[src/hw/rtl/text_line_annotator_defines.svh]
// Assertion macros shared by the RTL files of the line annotator.
`ifndef TEXT_LINE_ANNOTATOR_DEFINES_SVH
`define TEXT_LINE_ANNOTATOR_DEFINES_SVH

`ifndef SYNTHESIS
`define TLA_ASSERT(lbl, clk, rst_n, prop) \
  lbl: assert property (@(posedge clk) disable iff (!rst_n) (prop)) \
    else $error("assertion failed");
`define TLA_ASSERT_IMPL(lbl, clk, rst_n, ante, cons) \
  lbl: assert property (@(posedge clk) disable iff (!rst_n) (ante) |-> (cons)) \
    else $error("assertion failed");
`else
`define TLA_ASSERT(lbl, clk, rst_n, prop)
`define TLA_ASSERT_IMPL(lbl, clk, rst_n, ante, cons)
`endif

`endif

[src/hw/rtl/tla_pkg.sv]
package tla_pkg;

  localparam int NUM_DIGITS  = 6;
  localparam int CNT_W       = 4 * NUM_DIGITS;
  localparam int PH_N        = NUM_DIGITS + 4;
  localparam int QUEUE_DEPTH = 4;
  localparam int QPTR_W      = $clog2(QUEUE_DEPTH);
  localparam int QCNT_W      = $clog2(QUEUE_DEPTH + 1);
  localparam int CFG_IDX_W   = 3;
  localparam int CFG_DATA_W  = 2;

  typedef enum logic [CFG_IDX_W-1:0] {
    REG_NUMBER_MODE = 3'd0,
    REG_SQUEEZE     = 3'd1,
    REG_ENDS        = 3'd2,
    REG_TABS        = 3'd3,
    REG_NONPRINT    = 3'd4
  } reg_index_t;

  localparam logic [1:0] MODE_ALL      = 2'd1;
  localparam logic [1:0] MODE_NONBLANK = 2'd2;

  typedef enum logic [1:0] {
    CLASS_START    = 2'd0,
    CLASS_AFTER_NL = 2'd1,
    CLASS_MID      = 2'd2
  } class_t;

  localparam logic [7:0] CH_TAB      = 8'd9;
  localparam logic [7:0] CH_NL       = 8'd10;
  localparam logic [7:0] CH_SPACE    = 8'd32;
  localparam logic [7:0] CH_DOLLAR   = 8'd36;
  localparam logic [7:0] CH_ZERO     = 8'd48;
  localparam logic [7:0] CH_QMARK    = 8'd63;
  localparam logic [7:0] CH_I        = 8'd73;
  localparam logic [7:0] CH_CARET    = 8'd94;
  localparam logic [7:0] CH_DEL      = 8'd127;
  localparam logic [7:0] CTRL_OFFSET = 8'd64;

  typedef struct packed {
    logic [1:0] number_mode;
    logic       squeeze_en;
    logic       ends_en;
    logic       tabs_en;
    logic       nonprint_en;
  } cfg_t;

  // One queue entry: everything the back end needs to emit the bytes of one input byte.
  typedef struct packed {
    logic                  sep;
    logic                  num;
    logic [CNT_W-1:0]      count;
    logic [NUM_DIGITS-1:0] lead;
    logic [1:0]            tail_cnt;
    logic [7:0]            tail0;
    logic [7:0]            tail1;
  } cmd_t;

  function automatic logic [CNT_W-1:0] bcd_inc(input logic [CNT_W-1:0] v);
    logic [CNT_W-1:0] r;
    logic             carry;
    r     = v;
    carry = 1'b1;
    for (int i = 0; i < NUM_DIGITS; i++) begin
      if (carry) begin
        if (v[4*i +: 4] >= 4'd9) begin
          r[4*i +: 4] = 4'd0;
        end else begin
          r[4*i +: 4] = v[4*i +: 4] + 4'd1;
          carry       = 1'b0;
        end
      end
    end
    return r;
  endfunction

endpackage

[src/hw/rtl/tla_queue.sv]
`include "text_line_annotator_defines.svh"

module tla_queue import tla_pkg::*; (
  input  logic clk,
  input  logic rst_n,
  input  logic push,
  input  cmd_t push_cmd,
  output logic full,
  input  logic pop,
  output cmd_t head,
  output logic head_valid
);

  cmd_t              mem_r [QUEUE_DEPTH];
  logic [QPTR_W-1:0] wr_ptr_r;
  logic [QPTR_W-1:0] rd_ptr_r;
  logic [QCNT_W-1:0] count_r;
  logic [QCNT_W-1:0] count_nxt;

  assign full       = (count_r == QCNT_W'(QUEUE_DEPTH));
  assign head_valid = (count_r != '0);
  assign head       = mem_r[rd_ptr_r];

  always_comb begin
    count_nxt = count_r;
    if (push && !pop) begin
      count_nxt = count_r + QCNT_W'(1);
    end else if (pop && !push) begin
      count_nxt = count_r - QCNT_W'(1);
    end
  end

  always_ff @(posedge clk) begin
    if (push) begin
      mem_r[wr_ptr_r] <= push_cmd;
    end
  end

  always_ff @(posedge clk) begin
    if (!rst_n) begin
      wr_ptr_r <= '0;
      rd_ptr_r <= '0;
      count_r  <= '0;
    end else begin
      if (push) begin
        wr_ptr_r <= wr_ptr_r + QPTR_W'(1);
      end
      if (pop) begin
        rd_ptr_r <= rd_ptr_r + QPTR_W'(1);
      end
      count_r <= count_nxt;
    end
  end

  `TLA_ASSERT(a_count_bound, clk, rst_n, count_r <= QCNT_W'(QUEUE_DEPTH))
  `TLA_ASSERT_IMPL(a_no_overflow, clk, rst_n, push, !full || pop)
  `TLA_ASSERT_IMPL(a_no_underflow, clk, rst_n, pop, head_valid)

endmodule

[src/hw/rtl/tla_front.sv]
module tla_front import tla_pkg::*; (
  input  logic       clk,
  input  logic       rst_n,
  input  cfg_t       cfg,
  input  logic       in_tvalid,
  output logic       in_tready,
  input  logic [7:0] in_tdata,
  input  logic       in_tuser,
  input  logic       q_full,
  output logic       push,
  output cmd_t       push_cmd
);

  class_t           prev_class_r;
  class_t           prev_class_nxt;
  logic             blank_run_r;
  logic             blank_run_nxt;
  logic [CNT_W-1:0] count_r;
  logic [CNT_W-1:0] count_nxt;
  logic             file_seen_r;

  logic   accept;
  logic   eff_first;
  class_t pc;
  logic   br;
  logic   at_start;
  logic   is_nl;
  logic   squeezed;
  logic   is_ctrl;
  logic   zero_run;

  assign in_tready = !q_full;
  assign accept    = in_tvalid && in_tready;

  always_comb begin
    eff_first = in_tuser || !file_seen_r;
    pc        = eff_first ? CLASS_START : prev_class_r;
    br        = eff_first ? 1'b0 : blank_run_r;
    at_start  = (pc != CLASS_MID);
    is_nl     = (in_tdata == CH_NL);
    squeezed  = is_nl && at_start && cfg.squeeze_en && br;
    is_ctrl   = ((in_tdata < CH_SPACE) && (in_tdata != CH_TAB)) || (in_tdata == CH_DEL);

    push_cmd.sep   = in_tuser && file_seen_r;
    push_cmd.num   = !squeezed && at_start &&
                     ((cfg.number_mode == MODE_ALL) ||
                      ((cfg.number_mode == MODE_NONBLANK) && !is_nl));
    push_cmd.count = count_r;

    zero_run = 1'b1;
    for (int i = NUM_DIGITS - 1; i >= 0; i--) begin
      zero_run         = zero_run && (count_r[4*i +: 4] == 4'd0);
      push_cmd.lead[i] = zero_run && (i != 0);
    end

    push_cmd.tail_cnt = 2'd1;
    push_cmd.tail0    = in_tdata;
    push_cmd.tail1    = CH_NL;
    priority if (squeezed) begin
      push_cmd.tail_cnt = 2'd0;
    end else if (is_nl) begin
      if (cfg.ends_en) begin
        push_cmd.tail_cnt = 2'd2;
        push_cmd.tail0    = CH_DOLLAR;
      end
    end else if ((in_tdata == CH_TAB) && cfg.tabs_en) begin
      push_cmd.tail_cnt = 2'd2;
      push_cmd.tail0    = CH_CARET;
      push_cmd.tail1    = CH_I;
    end else if (cfg.nonprint_en && is_ctrl) begin
      push_cmd.tail_cnt = 2'd2;
      push_cmd.tail0    = CH_CARET;
      push_cmd.tail1    = (in_tdata == CH_DEL) ? CH_QMARK : (in_tdata + CTRL_OFFSET);
    end else begin
      push_cmd.tail_cnt = 2'd1;
    end

    push = accept && (push_cmd.sep || !squeezed);

    prev_class_nxt = pc;
    blank_run_nxt  = br;
    if (!squeezed) begin
      if (is_nl) begin
        prev_class_nxt = CLASS_AFTER_NL;
        blank_run_nxt  = at_start;
      end else begin
        prev_class_nxt = CLASS_MID;
        blank_run_nxt  = 1'b0;
      end
    end
    count_nxt = push_cmd.num ? bcd_inc(count_r) : count_r;
  end

  always_ff @(posedge clk) begin
    if (!rst_n) begin
      prev_class_r <= CLASS_START;
      blank_run_r  <= 1'b0;
      count_r      <= CNT_W'(1);
      file_seen_r  <= 1'b0;
    end else if (accept) begin
      prev_class_r <= prev_class_nxt;
      blank_run_r  <= blank_run_nxt;
      count_r      <= count_nxt;
      file_seen_r  <= 1'b1;
    end
  end

endmodule

[src/hw/rtl/tla_back.sv]
`include "text_line_annotator_defines.svh"

module tla_back import tla_pkg::*; (
  input  logic       clk,
  input  logic       rst_n,
  input  cmd_t       head,
  input  logic       head_valid,
  output logic       pop,
  output logic       out_tvalid,
  input  logic       out_tready,
  output logic [7:0] out_tdata,
  output logic       out_tlast
);

  logic [PH_N-1:0] done_r;
  logic [PH_N-1:0] done_nxt;
  logic            out_tvalid_r;
  logic [7:0]      out_tdata_r;
  logic            out_tlast_r;

  logic [PH_N-1:0] pres;
  logic [PH_N-1:0] remaining;
  logic [PH_N-1:0] cur;
  logic            last;
  logic            emit;
  logic [7:0]      byte_sel;

  // Phases: separator, the digits from the top down, tab, then up to two text bytes.
  always_comb begin
    pres[0] = head.sep;
    for (int j = 1; j <= NUM_DIGITS; j++) begin
      pres[j] = head.num;
    end
    pres[NUM_DIGITS+1] = head.num;
    pres[NUM_DIGITS+2] = (head.tail_cnt != 2'd0);
    pres[NUM_DIGITS+3] = (head.tail_cnt == 2'd2);

    remaining = pres & ~done_r;
    cur       = remaining & (~remaining + PH_N'(1));
    last      = ((remaining & ~cur) == '0);
    emit      = head_valid && (!out_tvalid_r || out_tready);
    pop       = emit && last;

    byte_sel = '0;
    if (cur[0]) begin
      byte_sel = byte_sel | CH_NL;
    end
    for (int j = 1; j <= NUM_DIGITS; j++) begin
      if (cur[j]) begin
        byte_sel = byte_sel | (head.lead[NUM_DIGITS-j] ? CH_SPACE :
                   (CH_ZERO | {4'd0, head.count[4*(NUM_DIGITS-j) +: 4]}));
      end
    end
    if (cur[NUM_DIGITS+1]) begin
      byte_sel = byte_sel | CH_TAB;
    end
    if (cur[NUM_DIGITS+2]) begin
      byte_sel = byte_sel | head.tail0;
    end
    if (cur[NUM_DIGITS+3]) begin
      byte_sel = byte_sel | head.tail1;
    end

    done_nxt = done_r;
    if (emit) begin
      done_nxt = last ? '0 : (done_r | cur);
    end
  end

  always_ff @(posedge clk) begin
    if (emit) begin
      out_tdata_r <= byte_sel;
      out_tlast_r <= last;
    end
  end

  always_ff @(posedge clk) begin
    if (!rst_n) begin
      done_r       <= '0;
      out_tvalid_r <= 1'b0;
    end else begin
      done_r <= done_nxt;
      if (emit) begin
        out_tvalid_r <= 1'b1;
      end else if (out_tready) begin
        out_tvalid_r <= 1'b0;
      end
    end
  end

  assign out_tvalid = out_tvalid_r;
  assign out_tdata  = out_tdata_r;
  assign out_tlast  = out_tlast_r;

  `TLA_ASSERT_IMPL(a_one_phase, clk, rst_n, emit, $onehot(cur))
  `TLA_ASSERT_IMPL(a_done_clear_idle, clk, rst_n, !head_valid, done_r == '0)

endmodule

[src/hw/rtl/text_line_annotator.sv]
// Cat-style text annotator. Each input transaction carries one byte of a file; the block
// emits that byte, possibly decorated, as one or more output transactions, the last of which
// has out_tlast set. Depending on the configuration it puts a separator newline between
// files, a six-digit right-justified line number and a tab before each line (or each
// nonblank line), squeezes runs of blank lines, shows '$' before newlines, ^I for tabs and
// ^X or ^? for control bytes. The front end classifies a byte combinationally and queues a
// command, so input is taken every cycle while the four-entry command queue has room. The
// back end emits one output byte per cycle while the output is not stalled; an input byte yields up
// to ten output bytes (ten when it opens a file and a numbered line with a two-byte tail); throughput is set
// by the number of output bytes produced. Squeezed blank lines produce no output transaction.
// The line counter runs on across files and wraps to zero after 999999. in_tlast is taken
// with the byte but has no effect on the output. Configuration may be written only while no
// transaction is in flight. Reset needs no clearing pass.
module text_line_annotator import tla_pkg::*; (
  input  logic                  clk,
  input  logic                  rst_n,
  input  logic                  in_tvalid,
  output logic                  in_tready,
  input  logic [7:0]            in_tdata,   // in_byte
  input  logic                  in_tuser,   // file_first
  input  logic                  in_tlast,
  output logic                  out_tvalid,
  input  logic                  out_tready,
  output logic [7:0]            out_tdata,  // out_byte
  output logic                  out_tlast,
  input  logic                  cfg_we,
  input  logic [CFG_IDX_W-1:0]  cfg_index,
  input  logic [CFG_DATA_W-1:0] cfg_wdata
);

  cfg_t cfg_r;
  cfg_t cfg_nxt;
  logic push;
  cmd_t push_cmd;
  logic q_full;
  logic pop;
  cmd_t head;
  logic head_valid;

  always_comb begin
    cfg_nxt = cfg_r;
    if (cfg_we) begin
      unique case (reg_index_t'(cfg_index))
        REG_NUMBER_MODE: cfg_nxt.number_mode = cfg_wdata;
        REG_SQUEEZE:     cfg_nxt.squeeze_en  = cfg_wdata[0];
        REG_ENDS:        cfg_nxt.ends_en     = cfg_wdata[0];
        REG_TABS:        cfg_nxt.tabs_en     = cfg_wdata[0];
        REG_NONPRINT:    cfg_nxt.nonprint_en = cfg_wdata[0];
        default:         cfg_nxt = cfg_r;
      endcase
    end
  end

  always_ff @(posedge clk) begin
    if (!rst_n) begin
      cfg_r <= '0;
    end else begin
      cfg_r <= cfg_nxt;
    end
  end

  tla_front u_front (
    .clk       (clk),
    .rst_n     (rst_n),
    .cfg       (cfg_r),
    .in_tvalid (in_tvalid),
    .in_tready (in_tready),
    .in_tdata  (in_tdata),
    .in_tuser  (in_tuser),
    .q_full    (q_full),
    .push      (push),
    .push_cmd  (push_cmd)
  );

  tla_queue u_queue (
    .clk        (clk),
    .rst_n      (rst_n),
    .push       (push),
    .push_cmd   (push_cmd),
    .full       (q_full),
    .pop        (pop),
    .head       (head),
    .head_valid (head_valid)
  );

  tla_back u_back (
    .clk        (clk),
    .rst_n      (rst_n),
    .head       (head),
    .head_valid (head_valid),
    .pop        (pop),
    .out_tvalid (out_tvalid),
    .out_tready (out_tready),
    .out_tdata  (out_tdata),
    .out_tlast  (out_tlast)
  );

endmodule

[config.mk]
export PLATFORM = sky130hd
export DESIGN_NAME = text_line_annotator
export DESIGN_NICKNAME = d
export VERILOG_FILES = /design/src/hw/rtl/tla_pkg.sv /design/src/hw/rtl/tla_queue.sv /design/src/hw/rtl/tla_front.sv /design/src/hw/rtl/tla_back.sv /design/src/hw/rtl/text_line_annotator.sv
export VERILOG_INCLUDE_DIRS = /design/src /design/src/hw/rtl
export SDC_FILE = /design/constraint.sdc
export NUM_CORES = 1
export LEC_CHECK = 0
export CAP_MARGIN = 20
export CORE_MARGIN = 2
export CORE_UTILIZATION = 63
export CTS_CLUSTER_SIZE = 28
export DETAILED_ROUTE_END_ITERATION = 8
export DONT_BUFFER_PORTS = 1
export GPL_ROUTABILITY_DRIVEN = 0
export HOLD_SLACK_MARGIN = 0.1
export PLACE_DENSITY_LB_ADDON = 0.2
export SLEW_MARGIN = 20
export SYNTH_ARGS = -nofsm -noshare
export SYNTH_HDL_FRONTEND = slang
export SYNTH_HIERARCHICAL = 1
export SYNTH_SLANG_ARGS = --single-unit
[constraint.sdc]
create_clock -name clk -period 4.4 [get_ports clk]
set_input_delay 0.88 -clock clk [delete_from_list [all_inputs] [get_ports clk]]
set_output_delay 0.88 -clock clk [all_outputs]
set_load 0.05 [all_outputs]
==> results.md <==
* Count of TritonRoute iterations in the first routing pass at 6
* Average wire length per cell after detail routing at 23.0 microns
* Area grow syn2layout at 9.00%
* Area fraction in compound gates after synthesis at 7.54%
* Setup repair after global routing missed its margin: no
* Overall track demand over capacity in global routing at 24.1%
* Area after detailed placement at 0.0116 sq mm
* Highest fanout seen on the critical path at 10
* Congestion Overflow GR at 0
* Maximum number of pins on one net before global-route repair at 63
* Async set-reset flop share out of synthesis at 0%
* Initial core utilization at between 60% and 70%
* # setup viols final at 0
* Time the worst path needs with I/O delays and setup at 3.62 ns
* Routed length on met3 at 1810 microns
* HP Start: rst_n
* Die outline area at 0.0192 sq mm
* Latest clock arrival within the worst-skew pair at 0.54 ns
* Most used cell, CP: inv_1
* Library cell contributing the largest single delay on the critical path: mux4_2
* Number of antenna violations at the first check in global routing at 1
* Post-CTS Resized at 0
* Main flop type after synthesis: edfxtp_1
* Port-buffer cells at 0
* DR vias at 6534
* Pins Over Slew Limit at 0
* Count of endpoints failing hold in the final timing report at 0
* DRT antenna net count at 0
* Post-cts hold buffer count at 0
* Headroom to the max-slew limit at between 20% and 30%
* Half-perimeter wire length after detailed placement at 14500 microns
* Synth warnings at 6
* Via count of the first global-routing pass at 6534
* Final Core Density at 69.6%
* Clock tree from TritonCTS: yes
* Chip height at 138 microns
* Start-to-end type of the worst setup path: reg -> reg
* Number of buffers added by the clock tree synthesis step at 27
* Post-Synthesis Cells at between 700 and 800
* Initial detailed-routing violation count at roughly 700
* Met2 routed WL at 11100 microns
* Static power due to leakage at 4.08 nW
* CTS H-tree lvls at 1
* Worst Path Arrival at 4.09 ns
* Critical Path Start Type: register
* Post-synthesis instance area at 0.0114 sq mm
* Largest incremental delay on the critical path at 0.57 ns
* Average via count per standard cell at 6.59
* Number of distinct library cells after synthesis at 85
* Clk root buf: clkbuf_16
* Kind of cell with the highest combined delay on the critical path: compound AO/OA/AOI/OAI gates
* Total negative setup slack at 0 ns
* Number of top-level pins at 31
* Endpoint type of the worst setup path: register
* Post-route clock skew at 0.0275 ns
* Top metal layer carrying routed signals: met5
* Maximum clock path buffer count at 3
* Adder-cell share of the synthesized area at 3.54%
* Layout cell share with drive strength beyond 1 at 17.5%
* Post-synthesis sequential element count at 263
* Horizontal extent of the die at 138 microns
* Global-route wire length before repair at 36100 microns
* Seq/Total Area, Yosys at 64.6%
* Class of the worst hold path: in -> reg
* Worst path buffer plus inverter count at 2
* Count of filler cells inserted in the layout at between 1000 and 1500
* Total length of routed wires at 22800 microns
* Average footprint of a synthesized cell at 15.6 sq um
* Max-cap violations at 0
* Hold slack at 0.454 ns
* PD cells at between 500 and 600 mW/mm^2
* Core Area at 0.0178 sq mm
* Synthesized Nets at 779
* Status: completed
* Nets@finish at roughly 790
* Share of the clock period used by the worst path at 82.3%
* TritonCTS Sinks at 263
* Data required time of the critical path at 4.87 ns
* Metal1 wirelength at 9400 microns
* Total power consumption of the routed design at 0.00657 W
* Drt drc at 0
* Share of cell area taken by muxes after synthesis at ~11%
* Worst voltage drop across the vdd grid at 0.478 mV
* ANT cells at 0
* FP Rows at 49
* Count of flip-flops with a built-in enable after synthesis at 209
* Xor/xnor share of the synthesized area at less than 1%
* Clock transition at the registers of the reported paths at 0.06 ns
* Main combinational cell family by area after synthesis: multiplexers
* Post-CTS setup buffer count at 0
* Simple-gate share of the synthesized area at 9.94%
* Achievable frequency at ~0.28 GHz
* Post-Layout Inst Area at 0.0124 sq mm
* Actual transition at the worst max-transition pin at 1.05 ns
* CP Cell Sequence: mux4_2, nand2b_1, nand4_1, a311o_1, a2111oi_4, inv_1, ha_1, inv_1, fa_1, xor2_1, or3_1, a21boi_0
Yosys cell counts (6+ instances only):
library cell | instances | area, sq um
edfxtp_1 | 209 | 6280
dfxtp_1 | 54 | 1080
mux4_2 | 50 | 1130
nand2_1 | 32 | 120
nor2_1 | 30 | 113
ha_1 | 29 | 363
inv_1 | 29 | 109
o21ai_0 | 26 | 130
nand3_1 | 19 | 95.1
a22oi_1 | 17 | 128
and2_1 | 15 | 93.8
nor3_1 | 13 | 65.1
nor2b_1 | 12 | 75.1
a21boi_0 | 11 | 82.6
nand4_1 | 11 | 68.8
buf_2 | 10 | 50.1
mux2i_1 | 10 | 100
a21oi_1 | 8 | 40.0
nand2b_1 | 8 | 50.1
nor4_1 | 6 | 37.5
o31ai_1 | 6 | 45.0
cell type report:
cell class                 instances  area [sq um]  share of cell area (%)
clock buffer                      34           712                    5.73
clock inverter                    16           121                   0.978
inverter                          30           113                   0.907
multi-input combinational        407          3680                    29.6
sequential                       263          7360                    59.3
tap                              229           287                    2.31
timing repair buffer              12           140                    1.13
worst paths after layout:
| check | endpoint | slack, ns | cells past startpoint |
|---|---|---|---|
| setup / recovery | u_queue/count_r[2] | 0.78 | 12 |
| hold / removal | u_front/count_r[0] | 0.45 | 1 |
| setup reg to reg | u_queue/count_r[2] | 0.78 | 12 |
| hold reg to reg | cfg_r[3] | 0.49 | 2 |
power breakdown:
| group | switching, W | internal (W) | total [W] |
|---|---|---|---|
| registers | 0.000286 | 0.00300 | 0.00329 |
| clock network | 0.000920 | 0.00121 | 0.00213 |
| logic | 0.000673 | 0.000477 | 0.00115 |
metal layers:
layer  track usage (%)  up-vias
li1                  -     2905
met1              34.6     3249
met2              39.2      320
met3              4.02       58
met4              6.18        2
met5                 0        -
logic make-up after synthesis:
kind of cell | count (synthesis)
AND/OR/NAND/NOR | 192
buffers and inverters | 59
other | 1
multiplexers | 60
adder cells (fa/ha/maj) | 32
flip-flops | 263
XOR/XNOR | 6
AO/OA/AOI/OAI | 116
flip-flops by register name, indices dropped and copies added, names as in the netlist, named ones only:
register	count
cfg_r	6
u_back/done_r	10
u_back/out_tdata	8
u_back/out_tlast	1
u_back/out_tvalid	1
u_front/blank_run_r	1
u_front/count_r	24
u_front/file_seen_r	1
u_front/prev_class_r	2
u_queue/count_r	3
u_queue/mem_r	200
u_queue/rd_ptr_r	2
u_queue/wr_ptr_r	2
metrics by stage:
step,worst slack (ns),cells
floorplan,0.860,729
global placement,0.904,941
detailed placement,0.786,941
CTS,0.764,991
global route,0.575,991
finish,0.780,991
worst register-to-register path: stages (launching register included):
cell and delay, ns:
dfxtp_4 0.46, mux4_2 0.57, nand2b_1 0.30, nand4_1 0.14, a311o_1 0.41, a2111oi_4 0.51
inv_1 0.11, ha_1 0.23, inv_1 0.08, fa_1 0.20, xor2_1 0.08, or3_1 0.31
a21boi_0 0.16
layout by cell type, fill, tap and decap left out, types with 8 or more instances in the layout:
master       n
clkbuf_16   27
dfxtp_1     52
a21boi_0    11
nand3_1     19
buf_4        8
nand2_1     32
a21oi_1      8
mux2i_1     10
nand4_1     11
nor2b_1     12
nand2b_1     8
and2_1      11
nor2_1      30
o21ai_0     26
ha_1        29
mux4_2      50
a22oi_1     17
nor3_1      13
edfxtp_1   209
inv_1       29
No activity file was read; power rests on OpenSTA's default activity.
